## config.mk

```make
export PLATFORM = sky130hd
export DESIGN_NAME = btop_payoff
export DESIGN_NICKNAME = d
export VERILOG_FILES = /design/src/sv/btop_pkg.sv /design/src/sv/btop_payoff.sv
export SDC_FILE = /design/constraint.sdc
export NUM_CORES = 1
export LEC_CHECK = 0
export ABC_AREA = 1
export BUFFER_PORTS_ARGS = -buffer_cell sky130_fd_sc_hd__clkbuf_2
export CAP_MARGIN = 10
export CORE_ASPECT_RATIO = 0.8
export CORE_UTILIZATION = 58
export DETAILED_ROUTE_END_ITERATION = 10
export GPL_ROUTABILITY_DRIVEN = 0
export PLACE_DENSITY = 0.85
export SYNTH_ARGS = -nofsm -noshare
export SYNTH_HDL_FRONTEND = slang
export SYNTH_SLANG_ARGS = --single-unit
```

## constraint.sdc

```tcl
create_clock -name vclk -period 2.6
set_input_delay 0.26 -clock vclk [all_inputs]
set_output_delay 0.26 -clock vclk [all_outputs]
set_load 0.005 [all_outputs]
```

## src/sv/btop_pkg.sv

```systemverilog
package btop_pkg;

    // tree size and price format
    localparam int MAX_STEPS  = 1023;
    localparam int PRICE_BITS = 32;
    localparam int NODE_AW    = $clog2(MAX_STEPS + 1);
    localparam int CNT_W      = NODE_AW + 1;

    // fixed field widths
    localparam int PRICE_W = 32;
    localparam int STEPS_W = 10;
    localparam int KIND_W  = 2;
    localparam int PROB_W  = 17;
    localparam int IDX_W   = 3;

    localparam logic [PROB_W-1:0] ONE_Q16 = PROB_W'(65536);

    localparam logic [PRICE_W-1:0] PRICE_MASK =
        (PRICE_BITS >= PRICE_W) ? {PRICE_W{1'b1}} : PRICE_W'((64'd1 << PRICE_BITS) - 64'd1);

    // configuration register indexes
    localparam logic [IDX_W-1:0] REG_TREE_STEPS      = 3'd0;
    localparam logic [IDX_W-1:0] REG_PAYOFF_KIND     = 3'd1;
    localparam logic [IDX_W-1:0] REG_STRIKE_PRICE    = 3'd2;
    localparam logic [IDX_W-1:0] REG_BARRIER_LOW     = 3'd3;
    localparam logic [IDX_W-1:0] REG_BARRIER_HIGH    = 3'd4;
    localparam logic [IDX_W-1:0] REG_UP_PROBABILITY  = 3'd5;
    localparam logic [IDX_W-1:0] REG_DISCOUNT_FACTOR = 3'd6;

    // payoff kinds
    localparam logic [KIND_W-1:0] PAY_CALL    = 2'd0;
    localparam logic [KIND_W-1:0] PAY_PUT     = 2'd1;
    localparam logic [KIND_W-1:0] PAY_DIGITAL = 2'd2;

    typedef struct packed {
        logic [KIND_W-1:0]  kind;
        logic [PRICE_W-1:0] strike;
        logic [PRICE_W-1:0] barrier_low;
        logic [PRICE_W-1:0] barrier_high;
    } payoff_cfg_t;

endpackage

```

## src/sv/btop_payoff.sv

```systemverilog
module btop_payoff (
    input  logic [btop_pkg::PRICE_W-1:0] leaf_price,
    input  btop_pkg::payoff_cfg_t        cfg,
    output logic [btop_pkg::PRICE_W-1:0] payoff
);

    logic [btop_pkg::PRICE_W-1:0] z;

    assign z = leaf_price & btop_pkg::PRICE_MASK;

    always_comb begin
        payoff = '0;
        case (cfg.kind)
            btop_pkg::PAY_CALL: begin
                if (z > cfg.strike) payoff = z - cfg.strike;
            end
            btop_pkg::PAY_PUT: begin
                if (z < cfg.strike) payoff = cfg.strike - z;
            end
            btop_pkg::PAY_DIGITAL: begin
                // pays one only strictly inside the barriers
                if ((z > cfg.barrier_low) && (z < cfg.barrier_high))
                    payoff = btop_pkg::PRICE_W'(btop_pkg::ONE_Q16);
            end
            default: begin
                payoff = '0;
            end
        endcase
    end

endmodule

```

==> metrics.md <==
| Metric | Value |
|---|---|
| Run status | finished, final reports clean |
| Number of diodes | 0 |
| Count leader, synth | nand2_1 |
| Die area | around 0.012 mm² |
| Post-Syn Instances | ~1.3k |
| Maximum fanout along the worst path | 8 |
| Core ar. | around 0.012 mm² |
| IR drop worst, VDD | approximately 0.12 mV |
| Worst setup SP type | primary input |
| Worst hold path class | primary input to output port |
| Seq_cells | 0 |
| Total GRT Usage | between 30 and 40% |
| Initial Util | 59.6% |
| Final Hold Viols | 0 |
| Seq/Total Area, Yosys | 0% |
| PwrDens | between 200 and 250 mW/mm² |
| Die width | 124 µm |
| Filler cells | 1,116 |
| Number of synthesis warnings | 0 |
| Tmin final | 2580 ps |
| Top-level I/O count | about 160 |
| Area after DPL | slightly below 0.008 mm² |
| Worst-Margin Slew | 413 ps |
| Period utilisation layout | between 90% and 100% |
| Nets | 1,704 |
| Cells after DPL | 1,586 |
| Static Leak | between 5 and 6 nW |
| Vias/cell | 5.12 |
| 1st-pass router iterations | 8 |
| Worst endpoint required time | between 2000 and 2500 ps |
| Final instance area | a little over 0.008 mm² |
| Max-slew violations | 0 |
| Area Overhead vs Synth | 18.3% |
| Vias in the first global route | about 7.3k |
| Register Area | 0 µm² |
| WP data arrival | between 2000 and 2500 ps |
| Netlist cell types | 39 |
| Row count | 35 |
| Fin cells | 1,592 |
| HPWL Detailed | between 15,000 and 20,000 µm |
| Final setup vio count | 0 |
| IO buf count | between 150 and 200 |
| DRC | 0 |
| Cell area after synthesis | 0.00686 mm² |
| DR iter-0 viols | 685 |
| Post-Route WL | roughly 21,000 µm |
| Largest net degree at the start of global routing | 28 |
| Vias post-DR | slightly above 8k |
| Grt ovf | 0 |
| Avg Cell Area, Syn | ~5.4 µm² |
| Hold Slack | a little under 1000 ps |
| CLK BUF | 0 |
| Initial antenna violation count | 0 |
| Final antenna-violating net count | 0 |
| Syn Nets | between 1.5k and 2k |
| Slew margin rel. | just over 70% |
| Global-route wire length before repair | roughly 33,000 µm |
| Fmax | 0.387 GHz |
| Main area contributors after synthesis | nand2_1 25%, ha_1 23%, inv_1 16% |
| Mean routed wirelength per cell | approximately 13 µm |
| Die Ht | between 90 and 100 µm |
| Post-synth top area share | roughly 25% |
| CP endpoint kind | output port |
| Crit Path Class | primary input to output port |
| Share of post-route cells with drive strength above 1 | about 20% |
| Max-Cap Viols | 0 |
| Top cells by count, synth | 453 x nand2_1, 292 x inv_1, 126 x ha_1, 71 x nor2_1 |
| Cell taking the most area after synthesis | nand2_1 |
==> cell families (layout without fill, tap and decap cells) <==
| group | count (synthesis) | in the layout | synth area share (%) |
|---|---|---|---|
| simple gates | 669 | 669 | 43.1 |
| buf+inv | 321 | 499 | 19.3 |
| fa+ha+maj | 128 | 128 | 23.6 |
| compound gates | 120 | 120 | 10.5 |
| xor+xnor | 28 | 28 | 3.57 |
==> stage by stage <==
stage               util [%]  setup slack (ps)  power (mW)  setup TNS [ps]
finish                  70.5              18.5        1.67               0
global route            70.5             -71.0        1.86            -518
CTS                     68.7              15.6        1.58               0
detailed placement      68.7              24.9        1.57               0
global placement        68.7              79.8        1.54               0
floorplan                  -               276        1.08               0
==> layout make-up <==
type / count / area (µm²) / area share (%)
multi-input combinational: 945 / 5660 / 69.7
inverter: 302 / 1150 / 14.2
timing repair buffer: 197 / 1130 / 13.9
tap: 148 / 185 / 2.28
==> cells in the final DEF (no fill, tap or decap), types with 7 or more instances in the layout <==
cell,count
nand2_1,452
inv_1,290
clkbuf_2,154
ha_1,114
a21oi_1,68
nor2_1,67
nand3_1,67
buf_4,32
nand4_1,18
nand3_2,16
xor2_1,15
xnor2_1,13
nand2_2,13
o21ai_0,13
nand2_4,9
o21ai_2,9
o21a_1,9
inv_2,8
ha_2,8
buf_2,7
==> metal layers <==
metal / vias up / global-route usage [%] / share of wire [%]
met5: - / 0 / 0
met2: 376 / 52.8 / 42
li1: 4209 / - / -
met4: 0 / 3.24 / 0.97
met1: 3550 / 46.2 / 44
met3: 22 / 5.85 / 13
==> report_power, final <==
part | switching, mW | leakage [nW] | internal [mW] | total (mW)
combinational | 1.03 | 5.31 | 0.645 | 1.67
sequential | 0 | 0 | 0 | 0
clock | 0 | 0 | 0 | 0
==> critical path, stage by stage <==
cell and delay, ps:
buf_6 100, inv_2 70, ha_4 130, inv_2 40, fa_2 380, nand3_2 100
nand3_2 110, nand2_2 90, nand2_2 70, nand2_4 80, nand2_4 50, nand2_4 80
nand2_8 80, nor2_8 210, clkbuf_16 200, nand3_1 90, nand2_1 80, clkbuf_2 110
==> path summary, 6_finish.rpt <==
path	from	endpoint	slack (ps)	cells past startpoint
max	leaf_price[0]	payoff[30]	20	18
min	cfg[64]	payoff[0]	980	4
==> repair_timing <==
action,4_1_cts,5_1_grt
endpoints found under the setup margin,0,32
hold buffers,0,0
resized for setup,0,44
setup buffers,0,4
Note: power is estimated with default switching activity, not from simulation.
